### config.mk
export PLATFORM = sky130hd
export DESIGN_NAME = cip_unconnected_send_framer
export DESIGN_NICKNAME = d
export VERILOG_FILES = /design/src/ucsf_pkg.sv /design/src/ucsf_front.sv /design/src/ucsf_queue.sv /design/src/ucsf_back.sv /design/src/cip_unconnected_send_framer.sv
export SDC_FILE = /design/constraint.sdc
export NUM_CORES = 1
export LEC_CHECK = 0
export BUFFER_PORTS_ARGS = -buffer_cell sky130_fd_sc_hd__buf_2
export CORE_ASPECT_RATIO = 1.4
export CORE_MARGIN = 2
export CORE_UTILIZATION = 50
export DETAILED_ROUTE_END_ITERATION = 16
export GPL_TIMING_DRIVEN = 0
export PLACE_DENSITY_LB_ADDON = 0.25
export SLEW_MARGIN = 5
export SYNTH_ARGS = -nofsm -noshare
export SYNTH_HDL_FRONTEND = slang
export SYNTH_SLANG_ARGS = --single-unit
export TNS_END_PERCENT = 30
### constraint.sdc
create_clock -name i_clk -period 12.3 [get_ports i_clk]
set_clock_uncertainty 0.1 [all_clocks]
set_input_delay 0.615 -clock i_clk [delete_from_list [all_inputs] [get_ports i_clk]]
set_output_delay 0.615 -clock i_clk [all_outputs]
set_load 0.05 [all_outputs]
### src/ucsf_pkg.sv
// shared types, constants and header byte table for the unconnected send framer
`timescale 1ns / 1ps
package ucsf_pkg;

    // command queue between front and back
    localparam int QUEUE_DEPTH = 4;
    localparam int QUEUE_AW    = $clog2(QUEUE_DEPTH);
    localparam int QUEUE_CW    = $clog2(QUEUE_DEPTH + 1);

    // frame layout
    localparam logic [3:0]  HEADER_LAST = 4'd9;
    localparam logic [7:0]  HDR_SERVICE = 8'h52;
    localparam logic [7:0]  HDR_PATH_SZ = 8'h02;
    localparam logic [7:0]  HDR_CLASS   = 8'h20;
    localparam logic [7:0]  HDR_CM      = 8'h06;
    localparam logic [7:0]  HDR_INST    = 8'h24;
    localparam logic [7:0]  HDR_INST_ID = 8'h01;
    localparam logic [7:0]  TICK_CODE   = 8'h05;
    localparam logic [17:0] FIXED_BYTES = 18'd12;
    localparam logic [9:0]  MAX_ROUTE   = 10'h1FE;
    localparam logic [11:0] MAX_TICKS   = 12'd255;
    localparam logic [16:0] TICK_ROUND  = 17'd31;
    localparam logic [16:0] CAP_RESET   = 17'h1FFFF;

    // configuration register indexes
    localparam logic REG_CAPACITY = 1'b0;

    typedef enum logic [1:0] {
        OP_START = 2'd0,
        OP_MSG   = 2'd1,
        OP_ROUTE = 2'd2
    } t_op;

    typedef enum logic [1:0] {
        ST_OK       = 2'd0,
        ST_INVALID  = 2'd1,
        ST_CAPACITY = 2'd2
    } t_status;

    typedef enum logic [1:0] {
        PH_IDLE  = 2'd0,
        PH_MSG   = 2'd1,
        PH_ROUTE = 2'd2
    } t_phase;

    typedef enum logic [2:0] {
        K_ERROR     = 3'd0,
        K_HEADER    = 3'd1,
        K_MSG       = 3'd2,
        K_MSG_LAST  = 3'd3,
        K_ROUTE     = 3'd4,
        K_ROUTE_END = 3'd5
    } t_kind;

    typedef struct packed {
        t_kind       kind;
        logic [7:0]  data;
        logic [7:0]  ticks;
        logic [15:0] mlen;
        logic        odd;
        logic [7:0]  words;
        t_status     status;
    } t_cmd;

    typedef struct packed {
        logic full;
        logic empty;
    } t_q_status;

    function automatic logic [7:0] hdr_byte(input logic [3:0] idx, input logic [7:0] ticks,
                                            input logic [15:0] mlen);
        logic [7:0] b;
        case (idx)
            4'd0:    b = HDR_SERVICE;
            4'd1:    b = HDR_PATH_SZ;
            4'd2:    b = HDR_CLASS;
            4'd3:    b = HDR_CM;
            4'd4:    b = HDR_INST;
            4'd5:    b = HDR_INST_ID;
            4'd6:    b = TICK_CODE;
            4'd7:    b = ticks;
            4'd8:    b = mlen[7:0];
            4'd9:    b = mlen[15:8];
            default: b = 8'h00;
        endcase
        return b;
    endfunction

endpackage

### src/ucsf_front.sv
// front end: accepts items, checks frame starts, tracks phase and pushes commands
`timescale 1ns / 1ps
module ucsf_front import ucsf_pkg::*; (
    input  logic        i_clk,
    input  logic        i_rst_n,
    input  logic        i_in_valid,
    output logic        o_in_ready,
    input  logic [1:0]  i_operation,
    input  logic [7:0]  i_data_byte,
    input  logic [15:0] i_message_length,
    input  logic [9:0]  i_route_length,
    input  logic [15:0] i_req_timeout,
    input  logic [16:0] i_capacity,
    input  t_q_status   i_q_status,
    output logic        o_push,
    output t_cmd        o_cmd
);

    t_phase      r_phase, n_phase;
    logic [15:0] r_msg_rem, n_msg_rem;
    logic [8:0]  r_route_rem, n_route_rem;
    logic        r_odd, n_odd;
    logic [7:0]  r_words, n_words;

    logic        accept;
    logic        bad_arg;
    logic [17:0] total;
    logic [16:0] tick_sum;
    logic [11:0] tick_q;
    logic [7:0]  ticks;
    logic [15:0] msg_dec;
    logic [8:0]  route_dec;

    assign o_in_ready = !i_q_status.full;
    assign accept     = i_in_valid && o_in_ready;

    assign bad_arg = i_route_length[0] || (i_message_length == 16'd0)
                     || (i_route_length == 10'd0) || (i_route_length > MAX_ROUTE);
    assign total   = FIXED_BYTES + {2'b00, i_message_length} + {17'd0, i_message_length[0]}
                     + {8'd0, i_route_length};
    // ceiling of ms / 32, clamped to 1..255
    assign tick_sum = {1'b0, i_req_timeout} + TICK_ROUND;
    assign tick_q   = tick_sum[16:5];
    assign ticks    = (tick_q == 12'd0) ? 8'd1 :
                      (tick_q > MAX_TICKS) ? MAX_TICKS[7:0] : tick_q[7:0];
    assign msg_dec   = r_msg_rem - 16'd1;
    assign route_dec = r_route_rem - 9'd1;

    always_ff @(posedge i_clk) begin
        if (!i_rst_n) begin
            r_phase     <= PH_IDLE;
            r_msg_rem   <= '0;
            r_route_rem <= '0;
            r_odd       <= 1'b0;
            r_words     <= '0;
        end else begin
            r_phase     <= n_phase;
            r_msg_rem   <= n_msg_rem;
            r_route_rem <= n_route_rem;
            r_odd       <= n_odd;
            r_words     <= n_words;
        end
    end

    always_comb begin
        n_phase      = r_phase;
        n_msg_rem    = r_msg_rem;
        n_route_rem  = r_route_rem;
        n_odd        = r_odd;
        n_words      = r_words;
        o_push       = 1'b0;
        o_cmd.kind   = K_MSG;
        o_cmd.data   = i_data_byte;
        o_cmd.ticks  = ticks;
        o_cmd.mlen   = i_message_length;
        o_cmd.odd    = r_odd;
        o_cmd.words  = r_words;
        o_cmd.status = ST_OK;
        if (accept) begin
            case (i_operation)
                OP_START: begin
                    o_push      = 1'b1;
                    n_phase     = PH_IDLE;
                    n_msg_rem   = '0;
                    n_route_rem = '0;
                    n_odd       = 1'b0;
                    n_words     = '0;
                    if (bad_arg) begin
                        o_cmd.kind   = K_ERROR;
                        o_cmd.status = ST_INVALID;
                    end else if (total > {1'b0, i_capacity}) begin
                        o_cmd.kind   = K_ERROR;
                        o_cmd.status = ST_CAPACITY;
                    end else begin
                        o_cmd.kind  = K_HEADER;
                        n_phase     = PH_MSG;
                        n_msg_rem   = i_message_length;
                        n_odd       = i_message_length[0];
                        n_route_rem = i_route_length[8:0];
                        n_words     = i_route_length[8:1];
                    end
                end
                OP_MSG: begin
                    if (r_phase == PH_MSG && r_msg_rem != 16'd0) begin
                        o_push    = 1'b1;
                        n_msg_rem = msg_dec;
                        if (msg_dec == 16'd0) begin
                            o_cmd.kind = K_MSG_LAST;
                            n_phase    = PH_ROUTE;
                        end
                    end
                end
                OP_ROUTE: begin
                    if (r_phase == PH_ROUTE && r_route_rem != 9'd0) begin
                        o_push      = 1'b1;
                        o_cmd.kind  = K_ROUTE;
                        n_route_rem = route_dec;
                        if (route_dec == 9'd0) begin
                            o_cmd.kind = K_ROUTE_END;
                            n_phase    = PH_IDLE;
                            n_odd      = 1'b0;
                            n_words    = '0;
                        end
                    end
                end
                default: ;
            endcase
        end
    end

endmodule

### src/ucsf_queue.sv
// small command queue between the front and back ends
`timescale 1ns / 1ps
module ucsf_queue import ucsf_pkg::*; (
    input  logic      i_clk,
    input  logic      i_rst_n,
    input  logic      i_push,
    input  t_cmd      i_cmd,
    input  logic      i_pop,
    output t_cmd      o_head,
    output t_q_status o_status
);

    t_cmd                r_mem [QUEUE_DEPTH];
    logic [QUEUE_AW-1:0] r_wr, r_rd;
    logic [QUEUE_CW-1:0] r_count;

    assign o_status.full  = (r_count == QUEUE_CW'(QUEUE_DEPTH));
    assign o_status.empty = (r_count == '0);
    assign o_head         = r_mem[r_rd];

    always_ff @(posedge i_clk) begin
        if (i_push) begin
            r_mem[r_wr] <= i_cmd;
        end
    end

    always_ff @(posedge i_clk) begin
        if (!i_rst_n) begin
            r_wr    <= '0;
            r_rd    <= '0;
            r_count <= '0;
        end else begin
            if (i_push) begin
                r_wr <= r_wr + QUEUE_AW'(1);
            end
            if (i_pop) begin
                r_rd <= r_rd + QUEUE_AW'(1);
            end
            case ({i_push, i_pop})
                2'b10:   r_count <= r_count + QUEUE_CW'(1);
                2'b01:   r_count <= r_count - QUEUE_CW'(1);
                default: r_count <= r_count;
            endcase
        end
    end

    a_no_overflow: assert property (@(posedge i_clk) disable iff (!i_rst_n)
        (o_status.full && !i_pop) |-> !i_push)
        else $error("queue push while full");

endmodule

### src/ucsf_back.sv
// back end: expands queued commands into frame bytes behind an output register
`timescale 1ns / 1ps
module ucsf_back import ucsf_pkg::*; (
    input  logic       i_clk,
    input  logic       i_rst_n,
    input  t_cmd       i_head,
    input  t_q_status  i_q_status,
    output logic       o_pop,
    output logic       o_out_valid,
    input  logic       i_out_ready,
    output logic [7:0] o_out_byte,
    output logic [1:0] o_status,
    output logic       o_last_of_run,
    output logic       o_frame_end
);

    logic [3:0] r_idx, n_idx;
    logic       r_valid;
    logic [7:0] r_byte;
    t_status    r_stat;
    logic       r_last, r_end;

    logic       can_load, fire, cmd_done;
    logic [3:0] last_idx, pos;
    logic [7:0] c_byte;
    t_status    c_stat;
    logic       c_last, c_end;

    assign can_load = !r_valid || i_out_ready;
    assign fire     = !i_q_status.empty && can_load;
    assign cmd_done = (r_idx == last_idx);
    assign o_pop    = fire && cmd_done;
    assign n_idx    = fire ? (cmd_done ? 4'd0 : r_idx + 4'd1) : r_idx;
    // tail of the message: skip the pad slot when the length is even
    assign pos      = (!i_head.odd && r_idx != 4'd0) ? r_idx + 4'd1 : r_idx;

    always_comb begin
        last_idx = 4'd0;
        c_byte   = i_head.data;
        c_stat   = ST_OK;
        c_last   = 1'b1;
        c_end    = 1'b0;
        case (i_head.kind)
            K_ERROR: begin
                c_byte = 8'h00;
                c_stat = i_head.status;
                c_end  = 1'b1;
            end
            K_HEADER: begin
                last_idx = HEADER_LAST;
                c_byte   = hdr_byte(r_idx, i_head.ticks, i_head.mlen);
                c_last   = (r_idx == HEADER_LAST);
            end
            K_MSG: ;
            K_MSG_LAST: begin
                last_idx = i_head.odd ? 4'd3 : 4'd2;
                c_last   = (pos == 4'd3);
                case (pos)
                    4'd0:    c_byte = i_head.data;
                    4'd2:    c_byte = i_head.words;
                    default: c_byte = 8'h00;
                endcase
            end
            K_ROUTE: ;
            K_ROUTE_END: c_end = 1'b1;
            default: ;
        endcase
    end

    always_ff @(posedge i_clk) begin
        if (!i_rst_n) begin
            r_idx   <= '0;
            r_valid <= 1'b0;
        end else begin
            r_idx <= n_idx;
            if (can_load) begin
                r_valid <= !i_q_status.empty;
            end
        end
    end

    always_ff @(posedge i_clk) begin
        if (fire) begin
            r_byte <= c_byte;
            r_stat <= c_stat;
            r_last <= c_last;
            r_end  <= c_end;
        end
    end

    assign o_out_valid   = r_valid;
    assign o_out_byte    = r_byte;
    assign o_status      = r_stat;
    assign o_last_of_run = r_last;
    assign o_frame_end   = r_end;

    a_err_shape: assert property (@(posedge i_clk) disable iff (!i_rst_n)
        (r_valid && r_stat != ST_OK) |-> (r_byte == 8'h00 && r_end && r_last))
        else $error("error result not a lone zero byte");

    a_end_is_last: assert property (@(posedge i_clk) disable iff (!i_rst_n)
        (r_valid && r_end) |-> r_last)
        else $error("frame end without end of run");

    a_pop_on_last: assert property (@(posedge i_clk) disable iff (!i_rst_n)
        o_pop |=> (r_valid && r_last))
        else $error("command retired before its final byte");

endmodule

### src/cip_unconnected_send_framer.sv
// top level of the unconnected send request framer
//
//  channel   direction  handshake             payload
//  ------    ---------  --------------------  ---------------------------------------------
//  in        input      i_in_valid/o_in_ready  operation, data_byte, lengths, timeout
//  out       output     o_out_valid/i_out_ready out_byte, status, last_of_run, frame_end
//  cfg       input      apb psel/penable       frame_capacity at byte address 0
//
//  an item is accepted whenever the 4-entry command queue has room
//  each queued command leaves one result per cycle while out is not stalled: a header
//  gives 10 bytes, a message tail 3 or 4, all other commands 1; the back end sets the output rate
//  synchronous active-low reset empties the queue, drops the output and sets
//  the phase to idle; frame_capacity returns to 131071
//  out stalls fill the queue and then hold off input; input idling starves out
`timescale 1ns / 1ps
module cip_unconnected_send_framer import ucsf_pkg::*; (
    input  logic        i_clk,
    input  logic        i_rst_n,
    // input items
    input  logic        i_in_valid,
    output logic        o_in_ready,
    input  logic [1:0]  i_operation,
    input  logic [7:0]  i_data_byte,
    input  logic [15:0] i_message_length,
    input  logic [9:0]  i_route_length,
    input  logic [15:0] i_req_timeout,
    // result items
    output logic        o_out_valid,
    input  logic        i_out_ready,
    output logic [7:0]  o_out_byte,
    output logic [1:0]  o_status,
    output logic        o_last_of_run,
    output logic        o_frame_end,
    // configuration port
    input  logic        psel,
    input  logic        penable,
    input  logic        pwrite,
    input  logic [2:0]  paddr,
    input  logic [31:0] pwdata,
    output logic [31:0] prdata,
    output logic        pready
);

    logic [16:0] r_capacity;
    logic        cfg_wr;
    logic        push, pop;
    t_cmd        cmd, head;
    t_q_status   q_status;

    // register index is the word address; one register lives at index zero
    assign pready = 1'b1;
    assign cfg_wr = psel && penable && pwrite && (paddr[2] == REG_CAPACITY);
    assign prdata = (paddr[2] == REG_CAPACITY) ? {15'd0, r_capacity} : 32'd0;

    always_ff @(posedge i_clk) begin
        if (!i_rst_n) begin
            r_capacity <= CAP_RESET;
        end else if (cfg_wr) begin
            r_capacity <= pwdata[16:0];
        end
    end

    // front end: checks, phase tracking, command generation
    ucsf_front u_front (
        .i_clk            (i_clk),
        .i_rst_n          (i_rst_n),
        .i_in_valid       (i_in_valid),
        .o_in_ready       (o_in_ready),
        .i_operation      (i_operation),
        .i_data_byte      (i_data_byte),
        .i_message_length (i_message_length),
        .i_route_length   (i_route_length),
        .i_req_timeout    (i_req_timeout),
        .i_capacity       (r_capacity),
        .i_q_status       (q_status),
        .o_push           (push),
        .o_cmd            (cmd)
    );

    // decouples item acceptance from header bursts on the output
    ucsf_queue u_queue (
        .i_clk    (i_clk),
        .i_rst_n  (i_rst_n),
        .i_push   (push),
        .i_cmd    (cmd),
        .i_pop    (pop),
        .o_head   (head),
        .o_status (q_status)
    );

    // back end: one frame byte per cycle while the output is not stalled, into the output register
    ucsf_back u_back (
        .i_clk         (i_clk),
        .i_rst_n       (i_rst_n),
        .i_head        (head),
        .i_q_status    (q_status),
        .o_pop         (pop),
        .o_out_valid   (o_out_valid),
        .i_out_ready   (i_out_ready),
        .o_out_byte    (o_out_byte),
        .o_status      (o_status),
        .o_last_of_run (o_last_of_run),
        .o_frame_end   (o_frame_end)
    );

endmodule

==> flow_metrics.tcl, run 1 <==
set metrics [dict create \
    status "completed" \
    p_per_area_mw_per_mm2 160 \
    fin_crit_sh_pct 45.6 \
    utilization_pct 57.7 \
    diodes 0 \
    ys.flop_type "edfxtp_1" \
    final.min_clock_period_ns 5.61 \
    grt_overflow_total 0 \
    tightest_slew_ns 0.930 \
    tns_ns 0 \
    cts.path.max_buffers 3 \
    path_class "in -> reg" \
    antenna_found_initial 0 \
    io_buffers 105 \
    drt_pre_antenna_iters 5 \
    initial_core_util_pct 50.3 \
    p_leak_uw 0.00556 \
    final_cell_count_no_fill 1575 \
    cts_buffers 25 \
    min_path_type "in -> reg" \
    vias 9148 \
    cap_viol_max_count 0 \
    dp_hpwl_um 23100 \
    vdd_drop_max_mv 0.105 \
    synthCells 1081 \
    avgSynthCellArea_um2 12.1 \
    worstPathMaxFanout 10 \
    die_w_um 141 \
    cts_root_buffer "clkbuf_16" \
    yosysTopAreaCell "edfxtp_1" \
    pre_cts_slack_ns 6.26 \
    cp-startpoint "i_message_length[4]" \
    netlist.area_leader.share_pct 45.1 \
    ys_ff_latch 263 \
    wl_per_cell_um 19.9 \
    drtIter0Drc 616 \
    final_nets 1374 \
    synth_warnings 0 \
    arrival_ns 5.95 \
    ant_nets 0 \
    synth_edf_count 196 \
    grt_pass1_wl_um 48800 \
    area_growth_pct 14.6 \
    yosysSeqAreaShare_pct 55.4 \
    hold_violations 0 \
    crit_required_ns 12.64 \
    core_area_mm2 0.0259 \
    start_kind "input pin" \
    synthTopCellsByArea "edfxtp_1, dfxtp_1, mux4_2" \
    cts.sinks 263 \
    rsz0062_at_grt "no" \
    syn_area_mm2 0.0130 \
    drt-vias-per-instance 5.81 \
    cts_tree "built" \
    cts_max_level 1 \
    cts_setup_buffers 0 \
    synthArstFlopShare_pct 0 \
    cts_hold_buf 0 \
    synth_cell_type_count 84 \
    grt_pass1_vias 9013 \
    io_pins 141 \
    hp-start "pwdata[0]" \
    drive_gt1_share_pct 20.1 \
    reg2reg_from "u_front.r_route_rem[0]" \
    setup_viol 0 \
    insertion_delay_ns 0.53 \
    cts_resized 0 \
    place_congestion 0.934 \
    cp-end-kind "register" \
    setup_ws_ns 6.69 \
    place_inst 1529 \
    rows 70 \
    dieHeight_um 195 \
    wirelength_um 31300 \
    clk_pin_slew_ns 0.07 \
    drcViolationCount 0 \
    max_slew_margin_pct 37.5 \
    report.final.slew_viol_count 0 \
    fmax_mhz 178 \
    grt_max_degree 30 \
    dieArea_mm2 0.0274 \
    finalPower_uw 2390 \
    grt_use_total_pct 22.7 \
]
[synthesized netlist by cell type, types with 3 or more instances]
| cell type | n |
|---|---|
| or3_1 | 7 |
| clkbuf_1 | 34 |
| nor3_1 | 25 |
| nor2_1 | 72 |
| a21o_1 | 8 |
| xor2_1 | 18 |
| o211ai_1 | 19 |
| a22oi_1 | 13 |
| buf_1 | 4 |
| o2111ai_1 | 3 |
| a31oi_1 | 16 |
| a21oi_1 | 59 |
| inv_1 | 53 |
| nand4_1 | 15 |
| a21oi_2 | 3 |
| a21boi_0 | 4 |
| nor4_1 | 11 |
| o31ai_1 | 9 |
| mux2i_1 | 8 |
| edfxtp_1 | 196 |
| ha_1 | 46 |
| nand2_1 | 109 |
| a211oi_1 | 4 |
| dfxtp_1 | 67 |
| mux4_2 | 45 |
| nor4b_1 | 3 |
| a22o_1 | 12 |
| nor3b_1 | 3 |
| o21a_1 | 5 |
| buf_2 | 12 |
| buf_4 | 18 |
| buf_6 | 3 |
| a221o_1 | 3 |
| nor2b_1 | 12 |
| and4_1 | 4 |
| xnor2_1 | 22 |
| nand2b_1 | 9 |
| and3_1 | 7 |
| nand3_1 | 17 |
| o21ai_0 | 27 |
| and2_1 | 12 |
| a221oi_1 | 7 |
| nand3b_1 | 6 |
[cell usage in the layout (no fill, tap or decap), drive strengths merged, types with 5 or more instances in the layout]
| master | n |
|---|---|
| a22o | 12 |
| nor2 | 73 |
| mux2i | 8 |
| nand3 | 18 |
| a31oi | 16 |
| nand3b | 6 |
| o211ai | 19 |
| or3 | 7 |
| nor2b | 12 |
| and3 | 7 |
| nand2 | 109 |
| ha | 46 |
| o21ai | 29 |
| dfxtp | 67 |
| a21oi | 62 |
| a21o | 8 |
| clkbuf | 61 |
| inv | 56 |
| a221oi | 8 |
| nand4 | 15 |
| clkinvlp | 6 |
| xnor2 | 22 |
| a22oi | 13 |
| o31ai | 9 |
| xor2 | 18 |
| nand2b | 10 |
| clkinv | 8 |
| and2 | 12 |
| conb | 16 |
| a211oi | 5 |
| buf | 147 |
| mux4 | 46 |
| nor4 | 12 |
| o21a | 5 |
| nor3 | 26 |
| edfxtp | 196 |
[sequential cells by signal, summed over array words and instances (netlist names), named ones only]
name,flops
u_queue.r_mem,184
r_capacity,17
u_front.r_msg_rem,16
u_front.r_route_rem,9
u_back.o_out_byte,8
u_front.r_words,8
u_back.r_idx,4
u_queue.r_count,3
u_back.o_status,2
u_front.r_phase,2
u_queue.r_rd,2
u_queue.r_wr,2
u_back.o_frame_end,1
u_back.o_last_of_run,1
u_back.o_out_valid,1
u_front.r_odd,1
[critical path: stages]
cell      delay, ns
buf_2          0.13
clkbuf_1       0.34
nand4_1        0.36
nor2_1         0.22
xor2_1         0.09
ha_1           0.23
or3_1          0.35
a311o_1        0.30
a31oi_1        0.33
nor2b_1        0.09
o21ai_0        0.23
xnor2_1        0.11
ha_1           0.30
nand4_1        0.11
nor2_1         0.32
nand3_1        0.18
a221oi_2       0.63
nor3b_2        0.40
buf_2          0.28
nand2_1        0.15
a21oi_1        0.19
[metal layers]
| layer | GRT usage, % | share of wire (%) |
|---|---|---|
| met3 | 3.04 | 5.2 |
| met1 | 26.4 | 39 |
| met2 | 42.8 | 53 |
| met5 | 0 | 0 |
| met4 | 8.00 | 3.2 |
[kinds of logic after synthesis]
kind of cell	share of synthesized area, %
flops	55.4
mux	8.58
xor+xnor	2.69
compound gates	11.5
buf+inv	4.40
simple gates	12.6
other cells	0.0576
fa+ha+maj	4.72
[area by class of cell]
type / instances / area [um^2]
Buffer: 71 / 372
Clock buffer: 27 / 633
Clock inverter: 19 / 183
Fill cell: 2172 / 11000
Inverter: 54 / 203
Multi-Input combinational cell: 707 / 5310
Sequential cell: 263 / 7230
Tap cell: 324 / 405
Timing Repair Buffer: 110 / 628
[power breakdown]
group / internal, uW / leakage (uW) / switching [uW]
Sequential: 998 / 0.00237 / 19.6
Combinational: 234 / 0.00280 / 365
Clock: 437 / 0.000385 / 332
Total: 1670 / 0.00556 / 717
[per-stage QoR]
step | hold WS (ns) | instance area, um^2
floorplan | 0.351 | 13100
global placement | 0.350 | 14000
detailed placement | 0.374 | 14100
CTS | 0.183 | 15000
global route | 0.199 | 15000
finish | 0.203 | 15000
[worst paths after layout]
kind	to	slack [ns]	depth (start not counted)
setup / recovery	u_front.r_msg_rem[3]	6.69	21
hold / removal	r_capacity[0]	0.20	3
setup reg to reg	u_queue.r_mem[2][31]	8.62	10
hold reg to reg	u_back.o_out_valid	0.38	2
(Power assumes the default switching activity.)
==> run 2: changes to the inputs <==
--- a/config.mk
+++ b/config.mk
@@ -5,6 +5,7 @@
 export SDC_FILE = /design/constraint.sdc
 export NUM_CORES = 1
 export LEC_CHECK = 0
+export ABC_AREA = 1
 export BUFFER_PORTS_ARGS = -buffer_cell sky130_fd_sc_hd__buf_2
 export CORE_ASPECT_RATIO = 1.4
 export CORE_MARGIN = 2
==> constraint.sdc (replaced) <==
create_clock -name i_clk -period 5.25 [get_ports i_clk]
set_clock_uncertainty 0.1 [all_clocks]
set_input_delay 0.2625 -clock i_clk [delete_from_list [all_inputs] [get_ports i_clk]]
set_output_delay 0.2625 -clock i_clk [all_outputs]
set_load 0.05 [all_outputs]
==> flow_metrics.tcl, run 2 <==
set metrics [dict create \
    syn_area_mm2 0.0134 \
    grt_use_met3_pct 3.39 \
    rows 70 \
    path_class "in -> reg" \
    cts_buffers 25 \
    status "completed" \
    crit_top_cell "nand2_1" \
    synth_common_cells "nand2_1, nor2_1, edfxtp_1, inv_1, o21ai_0" \
    synthCells 1482 \
    final.min_clock_period_ns 4.95 \
    hold_violations 0 \
    cts_root_buffer "clkbuf_16" \
    drt_pre_antenna_iters 5 \
    cap_viol_max_count 0 \
    clk_pin_slew_ns 0.06 \
    hp-start "i_message_length[7]" \
    hold_ws_ns 0.0272 \
    largest_register_ffs 184 \
    synth_cell_type_count 51 \
    pre_cts_slack_ns 0.264 \
    tightest_slew_ns 1.17 \
    min_path_type "in -> reg" \
    tns_ns 0 \
    rrSetupSlack_ns 1.97 \
    met1_usage_pct 29.0 \
    fillers 2293 \
    synthArstFlopShare_pct 0 \
    wl_per_cell_um 17.6 \
    cp_slowest_cell "dlygate4sd3_1" \
    initial_core_util_pct 51.0 \
    yosysTopAreaCell "edfxtp_1" \
    drt-vias-per-instance 5.50 \
    slowest_delay_ns 0.52 \
    drtIter0Drc 802 \
    synthTopCellsByArea "edfxtp_1, dfxtp_1, nand2_1" \
    setup_ws_ns 0.301 \
    cts_tree "built" \
    synth_compound_area_share_pct 12.0 \
    vdd_drop_max_mv 0.233 \
    reg2reg_from "u_front.r_route_rem[0]" \
    finalPower_uw 5810 \
    grt_use_met2_pct 46.1 \
    netlist.area_leader.share_pct 43.9 \
    dieHeight_um 198 \
    io_pins 141 \
    die_w_um 142 \
    ys_ff_latch 263 \
    cp-end-kind "register" \
    grt_max_degree 28 \
    arrival_ns 5.31 \
    start_kind "input pin" \
    seqCellArea_mm2 0.00723 \
    grt_use_total_pct 25.2 \
    insertion_delay_ns 0.53 \
    yosys.area_share.simple_pct 20.4 \
    wirelength_um 35500 \
    layout_commonest_cell "nand2_1" \
    cts.sinks 263 \
    holdPathStages 1 \
    synth.most_common_cell "nand2_1" \
    dp_hpwl_um 25500 \
    top_register "u_queue.r_mem" \
    drive_gt1_share_pct 13.5 \
    path_delay_family "simple AND/OR/NAND/NOR gates" \
    vias 11100 \
    max_slew_margin_pct 21.9 \
    p_leak_uw 0.00651 \
    final_nets 1816 \
    synth_top_family_by_area "simple AND/OR/NAND/NOR gates" \
    report.final.slew_viol_count 0 \
    dieArea_mm2 0.0282 \
    fmax_mhz 202 \
    p_per_area_mw_per_mm2 371 \
    avgSynthCellArea_um2 9.05 \
    synth_warnings 0 \
    multiInputGateArea_mm2 0.00538 \
    crit_required_ns 5.62 \
    cts_setup_buffers 0 \
    rsz0062_at_grt "yes" \
    grt_overflow_total 0 \
    grt_busiest_layer "met2" \
    cts_max_level 1 \
    grt_pass1_vias 10800 \
    synth_fa_ha_area_share_pct 4.59 \
    fin_crit_sh_pct 94.3 \
    ant_nets 0 \
    grt_pass1_wl_um 55200 \
    ys.flop_type "edfxtp_1" \
    min_to "u_queue.r_mem[0][18]" \
    drcViolationCount 0 \
    r2r_end "u_queue.r_count[2]" \
    path_buf_inv 6 \
    cts.path.max_buffers 3 \
    worstPathMaxFanout 10 \
    area_growth_pct 17.0 \
    antenna_found_initial 0 \
    synth_edf_count 196 \
    layout_common_cells "nand2_1, edfxtp_1, nor2_1, inv_1, buf_2" \
    synth-xor-area-share_pct 2.41 \
    io_buffers 105 \
    cp.depth 27 \
    place_congestion 0.934 \
    core_area_mm2 0.0263 \
    yosysSeqAreaShare_pct 53.9 \
    utilization_pct 59.7 \
    synth_mux_area_share_pct 0 \
    setup_viol 0 \
    worstRegToRegCells 15 \
    reg_top3 "u_queue.r_mem: 184 flops, r_capacity: 17 flops, u_front.r_msg_rem: 16 flops" \
]
run 2: layer usage:
metal	vias to the layer above	routed length (um)
li1	5406	-
met1	5227	13800
met2	371	18200
met3	94	1860
met4	0	1650
met5	-	0
run 2: kinds of logic after synthesis:
family          count (synthesis)
other cells                     2
simple gates                  641
xor+xnor                       36
flops                         263
buf+inv                       209
fa+ha+maj                      48
compound gates                283
run 2: layout make-up:
cell class,instances,share of cell area (%)
multi-input cells,1024,34.3
well taps,324,2.58
clock buffers,39,4.45
repair buffers,151,6.65
plain buffers,70,2.33
flip-flops and latches,263,46.1
inverters,139,3.33
diodes,1,0.0160
clock inverters,7,0.271
run 2: how the worst max path moves through the flow:
stage,slack (ns),startpoint,endpoint
floorplan,1.34,i_message_length[2],u_queue.r_mem[0][43]
global placement,-0.53,u_front.r_msg_rem[0],u_queue.r_mem[3][30]
detailed placement,0.26,i_message_length[2],u_queue.r_mem[3][1]
CTS,0.27,i_message_length[2],u_queue.r_mem[2][1]
global route,-0.02,i_message_length[2],u_front.r_words[0]
finish,0.30,i_message_length[2],u_front.r_msg_rem[8]
run 2: where the power goes:
group,leakage [uW],internal (uW),switching (uW)
registers,0.00235,2390,53.9
clock network,0.000356,915,764
logic,0.00380,485,1210
run 2: repair_timing:
action	in CTS	in global routing
resized for setup	0	1
setup endpoints to repair	0	8
hold buffers	41	0
endpoints found under the hold margin	115	0
run 2: worst register-to-register path, stage by stage (launching register included):
cell and delay, ns:
dfxtp_1 0.32, inv_1 0.16, ha_1 0.27, nand2_1 0.15, nor3_2 0.29, nor3_2 0.09, nand2_1 0.11, o211ai_1 0.10
nand2_1 0.42, ha_1 0.24, inv_1 0.07, fa_1 0.38, a21oi_1 0.14, o21ai_0 0.12, o21ai_0 0.17, a21oi_1 0.05
run 2: through the flow:
step           cell area (um^2)  cells
3_3_place_gp              14400   1925
5_1_grt                   15700   2017
4_1_cts                   15700   2017
6_report                  15700   2018
2_1_floorplan             13500   1496
3_5_place_dp              14500   1930
